<file path="src/hw/rtl/kf2_pkg.sv">
// Shared types and constants for the two-state Kalman filter.
// No dependencies.
`timescale 1ns / 1ps
`default_nettype none
package kf2_pkg;

  typedef enum logic [1:0] {
    OP_ADD = 2'd0,
    OP_SUB = 2'd1,
    OP_MUL = 2'd2,
    OP_DIV = 2'd3
  } alu_op_t;

  localparam int REG_TIME_STEP = 0;
  localparam int REG_PROC_POS  = 1;
  localparam int REG_PROC_VEL  = 2;
  localparam int REG_MEAS      = 3;

  localparam int CFG_WIDTH = 31;
  localparam int IDX_WIDTH = 2;

  localparam logic [16:0] RST_TIME_STEP = 17'd655;
  localparam logic [30:0] RST_PROC_POS  = 31'd65536;
  localparam logic [30:0] RST_PROC_VEL  = 31'd655360;
  localparam logic [30:0] RST_MEAS      = 31'd6553600;

endpackage
`default_nettype wire

</file>
<file path="src/hw/rtl/kf2_alu.sv">
// Shared saturating arithmetic unit: add, subtract, rounded multiply, divide.
// Multiply and divide iterate one bit per cycle. Depends on kf2_pkg.
`timescale 1ns / 1ps
`default_nettype none
module kf2_alu import kf2_pkg::*; #(
  parameter int WORD_WIDTH = 32,
  parameter int FRAC_BITS  = 16
) (
  input  wire logic                         clk,
  input  wire logic                         rst,
  input  wire logic                         start,
  input  wire alu_op_t                      op,
  input  wire logic signed [WORD_WIDTH-1:0] a,
  input  wire logic signed [WORD_WIDTH-1:0] b,
  output logic                              done,
  output logic signed [WORD_WIDTH-1:0]      result,
  output logic                              clip
);

  localparam int W   = WORD_WIDTH;
  localparam int PW  = 2 * W;
  localparam int DN  = W + FRAC_BITS;
  localparam int CW  = $clog2(DN + 1);
  localparam logic [W:0] TOP  = {2'b01, {(W-1){1'b0}}};
  localparam logic [W:0] WMAX = {2'b00, {(W-1){1'b1}}};
  localparam logic signed [W-1:0] SMAX = {1'b0, {(W-1){1'b1}}};
  localparam logic signed [W-1:0] SMIN = {1'b1, {(W-1){1'b0}}};

  typedef enum logic [1:0] {S_IDLE, S_MUL, S_DIV, S_FIN} state_t;

  state_t state;
  alu_op_t op_r;
  logic neg;
  logic [W-1:0] ma, mb;
  logic [PW-1:0] prod;
  logic [DN-1:0] numr;
  logic [W:0] rem;
  logic [DN-1:0] quo;
  logic [CW-1:0] cnt;

  logic [W-1:0] mag_a, mag_b;
  logic signed [W:0] sum;
  logic [W:0] rem_sh;
  logic [PW:0] rnd;
  logic [W:0] mag_res;
  logic ovf;

  assign mag_a = a[W-1] ? W'(-a) : W'(a);
  assign mag_b = b[W-1] ? W'(-b) : W'(b);
  assign rem_sh = {rem[W-1:0], numr[DN-1]};
  assign sum = (op == OP_SUB) ? ({a[W-1], a} - {b[W-1], b}) : ({a[W-1], a} + {b[W-1], b});

  always_comb begin
    rnd = {1'b0, prod} + (PW+1)'({1'b1, {(FRAC_BITS-1){1'b0}}});
    mag_res = '0;
    ovf = 1'b0;
    if (op_r == OP_MUL) begin
      mag_res = rnd[FRAC_BITS +: W+1];
      ovf = |rnd[PW:FRAC_BITS+W+1];
    end else begin
      mag_res = quo[W:0];
      ovf = |quo[DN-1:W+1];
    end
  end

  always_ff @(posedge clk) begin
    if (rst) begin
      state <= S_IDLE;
      done <= 1'b0;
    end else begin
      done <= 1'b0;
      case (state)
        S_IDLE: begin
          if (start) begin
            op_r <= op;
            neg <= a[W-1] ^ b[W-1];
            ma <= mag_a;
            mb <= mag_b;
            prod <= '0;
            rem <= '0;
            quo <= '0;
            numr <= {mag_a, {FRAC_BITS{1'b0}}};
            cnt <= '0;
            if (op == OP_ADD || op == OP_SUB) begin
              clip <= sum[W] != sum[W-1];
              result <= (sum[W] != sum[W-1]) ? (sum[W] ? SMIN : SMAX) : sum[W-1:0];
              done <= 1'b1;
            end else if (op == OP_MUL) begin
              state <= S_MUL;
            end else begin
              state <= S_DIV;
            end
          end
        end
        S_MUL: begin
          if (mb[0]) prod <= prod + (PW'(ma) << cnt);
          mb <= mb >> 1;
          cnt <= cnt + 1'b1;
          if (cnt == CW'(W - 1)) state <= S_FIN;
        end
        S_DIV: begin
          numr <= numr << 1;
          if (rem_sh >= {1'b0, mb}) begin
            rem <= rem_sh - {1'b0, mb};
            quo <= {quo[DN-2:0], 1'b1};
          end else begin
            rem <= rem_sh;
            quo <= {quo[DN-2:0], 1'b0};
          end
          cnt <= cnt + 1'b1;
          if (cnt == CW'(DN - 1)) state <= S_FIN;
        end
        S_FIN: begin
          if (ovf || mag_res > (neg ? TOP : WMAX)) begin
            clip <= 1'b1;
            result <= neg ? SMIN : SMAX;
          end else begin
            clip <= 1'b0;
            result <= neg ? W'(-mag_res) : mag_res[W-1:0];
          end
          done <= 1'b1;
          state <= S_IDLE;
        end
        default: state <= S_IDLE;
      endcase
    end
  end

endmodule
`default_nettype wire

</file>
<file path="src/hw/rtl/kalman_filter_two_state_unit.sv">
// Top level of the two-state Kalman filter: sequencer, state, config, output.
// Depends on kf2_pkg and kf2_alu.
`timescale 1ns / 1ps
`default_nettype none
// Usage:
//   Input channel (in_valid/in_ready) carries measured_position and control_input.
//   Output channel (out_valid/out_ready) carries both estimates and saturated.
//   Config writes (cfg_write, cfg_index, cfg_data) land at once; write only when idle.
// Sequencing:
//   One step runs 30 operations in sequence on the single shared ALU, each one
//   issued and then awaited until the ALU reports done. The two divides are
//   skipped, leaving 28 operations, when the gain denominator is zero or
//   negative. The ALU's bit-serial multiply and divide set most of the step time.
//   in_ready is high only while idle, so no new transaction is taken while a
//   step is running.
// Reset:
//   Registers return to their defaults; estimates and covariance clear to zero.
// Stall:
//   A result holds in the output register until out_ready; the next input is
//   accepted meanwhile and runs until its own result is ready, then holds.
module kalman_filter_two_state_unit import kf2_pkg::*; #(
  parameter int WORD_WIDTH = 32,
  parameter int FRAC_BITS  = 16
) (
  input  wire logic                 clk,
  input  wire logic                 rst,
  input  wire logic                 in_valid,
  output logic                      in_ready,
  input  wire logic signed [31:0]   measured_position,
  input  wire logic signed [31:0]   control_input,
  output logic                      out_valid,
  input  wire logic                 out_ready,
  output logic signed [31:0]        position_estimate,
  output logic signed [31:0]        velocity_estimate,
  output logic                      saturated,
  input  wire logic                 cfg_write,
  input  wire logic [IDX_WIDTH-1:0] cfg_index,
  input  wire logic [CFG_WIDTH-1:0] cfg_data
);

  localparam int W = WORD_WIDTH;
  localparam logic signed [W-1:0] SMAX = {1'b0, {(W-1){1'b1}}};
  localparam logic signed [W-1:0] SMIN = {1'b1, {(W-1){1'b0}}};
  localparam logic signed [63:0] SMAX64 = 64'(SMAX);
  localparam logic signed [63:0] SMIN64 = 64'(SMIN);

  typedef enum logic [2:0] {
    R_T0, R_T1, R_T2, R_T3, R_T4, R_T5, R_T6, R_T7
  } rsel_t;

  typedef enum logic [1:0] {S_IDLE, S_ISSUE, S_WAIT, S_DONE} state_t;

  logic [16:0] time_step;
  logic [30:0] proc_pos, proc_vel, meas;

  logic signed [W-1:0] xp, xv, p00, p01, p10, p11;
  logic signed [W-1:0] dt, qp, qv, rr, z, u;
  logic signed [W-1:0] t [8];
  logic signed [W-1:0] k0, k1;
  logic flag;
  state_t state;
  logic [4:0] pc;
  logic have_out;

  logic alu_start, alu_done, alu_clip;
  alu_op_t alu_op;
  logic signed [W-1:0] alu_a, alu_b, alu_res;

  function automatic logic signed [W-1:0] clamp_w(input logic signed [63:0] v,
                                                 output logic c);
    c = 1'b0;
    if (v > SMAX64) begin
      c = 1'b1;
      return SMAX;
    end else if (v < SMIN64) begin
      c = 1'b1;
      return SMIN;
    end
    return W'(v);
  endfunction

  kf2_alu #(.WORD_WIDTH(W), .FRAC_BITS(FRAC_BITS)) u_alu (
    .clk(clk), .rst(rst), .start(alu_start), .op(alu_op), .a(alu_a), .b(alu_b),
    .done(alu_done), .result(alu_res), .clip(alu_clip)
  );

  // Program: t slots hold intermediates. Step index pc selects op, operands, dest.
  // 0 t0=dt*xv  1 xp0=xp+t0 ->t1  2 t0=dt*u  3 xp1=xv+t0 ->t2
  // 4 t0=dt*p10 5 t3=p00+t0  6 t0=dt*p11 7 t4=p01+t0 (pp01)
  // 8 t0=dt*t4  9 t3=t3+t0  10 t5=t3+qp (pp00) 11 t6=p10+dt*p11: t0=dt*p11
  // 12 t6=p10+t0 (pp10) 13 t7=p11+qv (pp11) 14 t0=r+t5 (den)
  // 15 k0=t5/t0 16 k1=t6/t0 17 t3=z-t1 (e) 18 t0=k0*t3 19 xp=t1+t0
  // 20 t0=k1*t3 21 xv=t2+t0 22 t0=k0*t5 23 p00=t5-t0 24 t0=k0*t4
  // 25 p01=t4-t0 26 t0=k1*t5 27 p10=t6-t0 28 t0=k1*t4 29 p11=t7-t0
  localparam logic [4:0] LAST = 5'd29;

  always_comb begin
    alu_op = OP_MUL;
    alu_a = dt;
    alu_b = xv;
    case (pc)
      5'd0: begin alu_op = OP_MUL; alu_a = dt; alu_b = xv; end
      5'd1: begin alu_op = OP_ADD; alu_a = xp; alu_b = t[0]; end
      5'd2: begin alu_op = OP_MUL; alu_a = dt; alu_b = u; end
      5'd3: begin alu_op = OP_ADD; alu_a = xv; alu_b = t[0]; end
      5'd4: begin alu_op = OP_MUL; alu_a = dt; alu_b = p10; end
      5'd5: begin alu_op = OP_ADD; alu_a = p00; alu_b = t[0]; end
      5'd6: begin alu_op = OP_MUL; alu_a = dt; alu_b = p11; end
      5'd7: begin alu_op = OP_ADD; alu_a = p01; alu_b = t[0]; end
      5'd8: begin alu_op = OP_MUL; alu_a = dt; alu_b = t[4]; end
      5'd9: begin alu_op = OP_ADD; alu_a = t[3]; alu_b = t[0]; end
      5'd10: begin alu_op = OP_ADD; alu_a = t[3]; alu_b = qp; end
      5'd11: begin alu_op = OP_MUL; alu_a = dt; alu_b = p11; end
      5'd12: begin alu_op = OP_ADD; alu_a = p10; alu_b = t[0]; end
      5'd13: begin alu_op = OP_ADD; alu_a = p11; alu_b = qv; end
      5'd14: begin alu_op = OP_ADD; alu_a = rr; alu_b = t[5]; end
      5'd15: begin alu_op = OP_DIV; alu_a = t[5]; alu_b = t[0]; end
      5'd16: begin alu_op = OP_DIV; alu_a = t[6]; alu_b = t[0]; end
      5'd17: begin alu_op = OP_SUB; alu_a = z; alu_b = t[1]; end
      5'd18: begin alu_op = OP_MUL; alu_a = k0; alu_b = t[3]; end
      5'd19: begin alu_op = OP_ADD; alu_a = t[1]; alu_b = t[0]; end
      5'd20: begin alu_op = OP_MUL; alu_a = k1; alu_b = t[3]; end
      5'd21: begin alu_op = OP_ADD; alu_a = t[2]; alu_b = t[0]; end
      5'd22: begin alu_op = OP_MUL; alu_a = k0; alu_b = t[5]; end
      5'd23: begin alu_op = OP_SUB; alu_a = t[5]; alu_b = t[0]; end
      5'd24: begin alu_op = OP_MUL; alu_a = k0; alu_b = t[4]; end
      5'd25: begin alu_op = OP_SUB; alu_a = t[4]; alu_b = t[0]; end
      5'd26: begin alu_op = OP_MUL; alu_a = k1; alu_b = t[5]; end
      5'd27: begin alu_op = OP_SUB; alu_a = t[6]; alu_b = t[0]; end
      5'd28: begin alu_op = OP_MUL; alu_a = k1; alu_b = t[4]; end
      5'd29: begin alu_op = OP_SUB; alu_a = t[7]; alu_b = t[0]; end
      default: begin alu_op = OP_ADD; alu_a = xp; alu_b = t[0]; end
    endcase
  end

  assign alu_start = (state == S_ISSUE);
  assign in_ready = (state == S_IDLE);

  always_ff @(posedge clk) begin
    logic c0, c1, c2, c3, c4, c5, c6;
    logic signed [W-1:0] o0, o1;
    if (rst) begin
      time_step <= RST_TIME_STEP;
      proc_pos <= RST_PROC_POS;
      proc_vel <= RST_PROC_VEL;
      meas <= RST_MEAS;
      xp <= '0; xv <= '0; p00 <= '0; p01 <= '0; p10 <= '0; p11 <= '0;
      state <= S_IDLE;
      pc <= '0;
      flag <= 1'b0;
      out_valid <= 1'b0;
      have_out <= 1'b0;
    end else begin
      if (cfg_write) begin
        case (cfg_index)
          2'(REG_TIME_STEP): time_step <= cfg_data[16:0];
          2'(REG_PROC_POS):  proc_pos <= cfg_data;
          2'(REG_PROC_VEL):  proc_vel <= cfg_data;
          2'(REG_MEAS):      meas <= cfg_data;
          default: ;
        endcase
      end
      if (out_valid && out_ready) begin
        out_valid <= 1'b0;
        have_out <= 1'b0;
      end
      case (state)
        S_IDLE: begin
          if (in_valid && in_ready) begin
            dt <= clamp_w(64'(time_step), c0);
            qp <= clamp_w(64'(proc_pos), c1);
            qv <= clamp_w(64'(proc_vel), c2);
            rr <= clamp_w(64'(meas), c3);
            z <= clamp_w(64'(measured_position), c4);
            u <= clamp_w(64'(control_input), c5);
            flag <= c0 | c1 | c2 | c3 | c4 | c5;
            k0 <= '0;
            k1 <= '0;
            pc <= '0;
            state <= S_ISSUE;
          end
        end
        S_ISSUE: state <= S_WAIT;
        S_WAIT: begin
          if (alu_done) begin
            flag <= flag | alu_clip;
            state <= S_ISSUE;
            case (pc)
              5'd1: t[1] <= alu_res;
              5'd3: t[2] <= alu_res;
              5'd5, 5'd9: t[3] <= alu_res;
              5'd7: t[4] <= alu_res;
              5'd10: t[5] <= alu_res;
              5'd12: t[6] <= alu_res;
              5'd13: t[7] <= alu_res;
              5'd15: k0 <= alu_res;
              5'd16: k1 <= alu_res;
              5'd17: t[3] <= alu_res;
              5'd19: xp <= alu_res;
              5'd21: xv <= alu_res;
              5'd23: p00 <= alu_res;
              5'd25: p01 <= alu_res;
              5'd27: p10 <= alu_res;
              5'd29: p11 <= alu_res;
              default: t[0] <= alu_res;
            endcase
            if (pc == 5'd14) begin
              if (alu_res[W-1] || alu_res == '0) pc <= 5'd17;
              else pc <= 5'd15;
            end else if (pc == LAST) begin
              state <= S_DONE;
            end else begin
              pc <= pc + 1'b1;
            end
          end
        end
        S_DONE: begin
          if (!have_out) begin
            o0 = clamp_w(64'(xp) > 64'sh7FFFFFFF ? 64'sh7FFFFFFF :
                         (64'(xp) < -64'sh80000000 ? -64'sh80000000 : 64'(xp)), c6);
            o1 = clamp_w(64'(xv) > 64'sh7FFFFFFF ? 64'sh7FFFFFFF :
                         (64'(xv) < -64'sh80000000 ? -64'sh80000000 : 64'(xv)), c6);
            position_estimate <= 32'(o0);
            velocity_estimate <= 32'(o1);
            saturated <= flag
                       | (64'(xp) > 64'sh7FFFFFFF) | (64'(xp) < -64'sh80000000)
                       | (64'(xv) > 64'sh7FFFFFFF) | (64'(xv) < -64'sh80000000);
            out_valid <= 1'b1;
            have_out <= 1'b1;
            state <= S_IDLE;
          end
        end
        default: state <= S_IDLE;
      endcase
    end
  end

endmodule
`default_nettype wire

</file>
<file path="config.mk">
export PLATFORM = sky130hd
export DESIGN_NAME = kalman_filter_two_state_unit
export DESIGN_NICKNAME = d
export VERILOG_FILES = /design/src/hw/rtl/kf2_pkg.sv /design/src/hw/rtl/kf2_alu.sv /design/src/hw/rtl/kalman_filter_two_state_unit.sv
export SDC_FILE = /design/constraint.sdc
export NUM_CORES = 2
export LEC_CHECK = 0
export BUFFER_PORTS_ARGS = -buffer_cell sky130_fd_sc_hd__buf_2
export CAP_MARGIN = 30
export CORE_MARGIN = 1
export CORE_UTILIZATION = 65
export CTS_BUF_LIST = sky130_fd_sc_hd__clkbuf_4
export DETAILED_ROUTE_END_ITERATION = 8
export PLACE_DENSITY = 0.83
export REMOVE_ABC_BUFFERS = 1
export SYNTH_ARGS = -nofsm -noshare
export SYNTH_HDL_FRONTEND = slang
export SYNTH_SLANG_ARGS = --single-unit
</file>
<file path="constraint.sdc">
create_clock -name clk -period 19.5 [get_ports clk]
set_input_delay 2.925 -clock clk [delete_from_list [all_inputs] [get_ports clk]]
set_output_delay 2.925 -clock clk [all_outputs]
set_load 0.03 [all_outputs]
</file>
==> impl_metrics.env <==
export IMPL_outcome="finished, violations left"
export IMPL_violations="design-rule violations"
export IMPL_cts_max_path_buffers=4
export IMPL_antenna_found_initial=9
export IMPL_post_route_period_util_pct=48.29
export IMPL_avgRoutedWirePerCell_um=27.85
export IMPL_routed_wl_um=211800
export IMPL_grt_max_degree=175
export IMPL_largest_reg_flops=256
export IMPL_synth_compound_area_share_pct=16.73
export IMPL_ys_warn_count=0
export IMPL_insertion_delay_ps=1280
export IMPL_crit_path_max_fanout=51
export IMPL_placed_area_mm2=0.06261
export IMPL_synth_top_family_by_area="compound AO/OA/AOI/OAI gates"
export IMPL_worst_slew_pin_slew_ps=1124
export IMPL_cp_required_ps=20430
export IMPL_r2r_cells=28
export IMPL_area_growth_pct=8.611
export IMPL_relSlewSlack_pct=23.99
export IMPL_ys_seq_area_share_pct=51.48
export IMPL_finish_utilization_pct=71.34
export IMPL_yosys_area_top_type="edfxtp_1"
export IMPL_synthFlopType="edfxtp_1"
export IMPL_syn_avg_cell_area_um2=10.15
export IMPL_synth_top_area_share_pct=41.20
export IMPL_first_pass_iters=9
export IMPL_hold_viol_final=0
export IMPL_synth_area_mm2=0.06130
export IMPL_port_buffers=168
export IMPL_die_w_um=309.1
export IMPL_viasPerCell=6.851
export IMPL_reg_top3="t x256, u_alu.prod x64, u_alu.quo x48"
export IMPL_dieArea_mm2=0.09555
export IMPL_drive_gt1_share_pct=15.63
export IMPL_startpoint_type="flip-flop"
export IMPL_synth_ff_latch_count=1156
export IMPL_grt_pass1_wl_um=308400
export IMPL_synth_edf_count=841
export IMPL_nNetsFinal=6392
export IMPL_p_leak_uw=0.02424
export IMPL_cts_root_buf="clkbuf_4"
export IMPL_maxCapViolCount=0
export IMPL_dpl_hpwl_um=144500
export IMPL_cts_setup_buffers=0
export IMPL_synth_async_reset_ratio_pct=0
export IMPL_synth_xor_area_share_pct=2.986
export IMPL_synthCells=6042
export IMPL_cp_end_kind="flip-flop"
export IMPL_synthMuxAreaShare_pct=4.911
export IMPL_top_register="t"
export IMPL_max_freq_mhz=106.2
export IMPL_worstHoldPathCells=0
export IMPL_grt_pass1_vias=49380
export IMPL_max_vdd_ir_drop_mv=0.08474
export IMPL_synthAdderAreaFrac_pct=3.670
export IMPL_cts_buffers=307
export IMPL_cts_sinks=1156
export IMPL_synth_simple_area_share_pct=15.67
export IMPL_fp_dieH_um=309.1
export IMPL_cts_htree_levels=5
export IMPL_track_usage_pct=43.84
export IMPL_max_stage_delay_ps=850
export IMPL_critPathMostFrequentCell="buf_4"
export IMPL_cts_tree="yes"
export IMPL_rsz0062_at_grt="no"
export IMPL_maxSlewViolCount=0
export IMPL_path_class="flip-flop to flip-flop"
export IMPL_hold_path_class="flip-flop to flip-flop"
export IMPL_fin_tns_setup_ps=0
export IMPL_critical_path_top_delay_family="compound AO/OA/AOI/OAI gates"
export IMPL_ioPinCount=169
export IMPL_min_period_ps=9416
export IMPL_cts_hold_buf=0
export IMPL_clkSlewWorstSetupHoldPaths_ps=60
export IMPL_gp_congestion=1.052
export IMPL_drc=9
export IMPL_crit_arrival_ps=10340
export IMPL_power_density_mw_per_mm2=95.88
export IMPL_drtAntennaViolNets=0
export IMPL_initial_core_util_pct=65.69
export IMPL_critical_path_buf_inv_count=5
export IMPL_dr_first_iter_drc_count=8384
export IMPL_crit_path_top_delay_cell="dfxtp_4"
export IMPL_cts_resized_gates=0
export IMPL_routed_via_count=52090
export IMPL_grt_overflow=0
export IMPL_coreArea_mm2=0.09333
export IMPL_cp_depth=28
export IMPL_rows=112
export IMPL_design_area_mm2=0.06658
export IMPL_synth_area_leaders="edfxtp_1 41%, dfxtp_1 10%, nand2_1 6.2%, a21oi_1 4.2%, ha_1 3.6%"
export IMPL_synthDistinctLibCells=119
export IMPL_clock_skew_ps=155.6
export IMPL_setup_viol=0
per-stage QoR:
stage / total power (uW) / instances / worst slack (ps) / hold slack [ps]
final: 6384 / 7603 / 10080 / 387.9
after global routing: 6628 / 7601 / 9682 / 372.0
after CTS: 6348 / 7591 / 10330 / 375.8
after detailed placement: 4207 / 7053 / 10370 / 414.6
after global placement: 4168 / 7044 / 10500 / 411.1
after floorplan: 3831 / 5518 / 2119 / 408.1
cell usage in the layout (no fill, tap or decap), types with 61 or more instances in the layout:
| master | n |
|---|---|
| ha_1 | 172 |
| nor2_1 | 321 |
| buf_2 | 170 |
| inv_1 | 127 |
| and2_1 | 123 |
| a22oi_1 | 104 |
| nand2_1 | 1007 |
| xor2_1 | 99 |
| o21ai_0 | 224 |
| dfxtp_1 | 312 |
| buf_4 | 103 |
| edfxtp_1 | 841 |
| clkbuf_4 | 458 |
| xnor2_1 | 110 |
| nor3_1 | 69 |
| a221oi_1 | 70 |
| nand3_1 | 125 |
| mux2i_1 | 159 |
| a21oi_1 | 513 |
| o22ai_1 | 61 |
| a21o_1 | 102 |
cell families after synthesis:
group | count (synthesis)
and+or+nand+nor | 2044
muxes | 256
xor gates and xnor gates | 209
AOI/OAI and AO/OA | 1543
adders and majority gates | 178
DFF | 1156
buffers and inverters | 656
cell usage after synthesis, types with 32 or more instances:
cell / instances
a211oi_1: 32
a21o_1: 102
a21oi_1: 516
a221oi_1: 70
a22o_1: 58
a22oi_1: 104
a31oi_1: 51
and2_1: 123
and3_1: 57
buf_1: 33
buf_2: 39
clkbuf_1: 410
dfxtp_1: 315
edfxtp_1: 841
ha_1: 175
inv_1: 129
mux2_2: 56
mux2i_1: 159
nand2_1: 1008
nand3_1: 125
nand4_1: 58
nor2_1: 329
nor2b_1: 48
nor3_1: 70
o21a_1: 37
o21ai_0: 224
o22ai_1: 61
xnor2_1: 110
xor2_1: 99
worst reg2reg max path, delay by kind of cell (launching register included):
family          cells  cell delay, ps
fa+ha+maj           2             570
xor+xnor            1             150
buf+inv             5            2070
flops               1             850
mux                 1             460
simple gates        7            2010
compound gates     12            3030
final timing paths:
check	endpoint	from	slack, ps
max	u_alu.clip$_DFFE_PP_	pc[3]$_SDFFE_PP0P_	10080
min	qp[6]$_DFFE_PP_	proc_pos[6]$_SDFFE_PP0P_	390
max reg2reg	u_alu.clip$_DFFE_PP_	pc[3]$_SDFFE_PP0P_	10080
min reg2reg	qp[6]$_DFFE_PP_	proc_pos[6]$_SDFFE_PP0P_	390
where the power goes:
group | total [uW] | switching (uW) | internal (uW) | leakage [uW]
clock network | 2190 | 1050 | 1140 | 0.00233
registers | 2850 | 80.3 | 2770 | 0.0103
logic | 1350 | 844 | 503 | 0.0117
area by class of cell:
type | instances | area [um^2]
tap | 1254 | 1569
inverter | 132 | 495.5
antenna | 8 | 20.02
clock buffer | 458 | 3438
fill | 6832 | 26750
timing repair buffer | 285 | 1877
sequential | 1156 | 31570
clock inverter | 80 | 459.2
multi-input combinational | 4230 | 27150
routing by layer:
| layer | global-route usage, % | wire [um] | up-vias |
|---|---|---|---|
| met3 | 13.59 | 28880 | 1052 |
| met5 | 0 | 40 | - |
| li1 | - | - | 22430 |
| met2 | 65.21 | 91390 | 4139 |
| met4 | 32.55 | 18260 | 6 |
| met1 | 53.80 | 73180 | 24460 |
No activity file was read; power rests on OpenSTA's default activity.
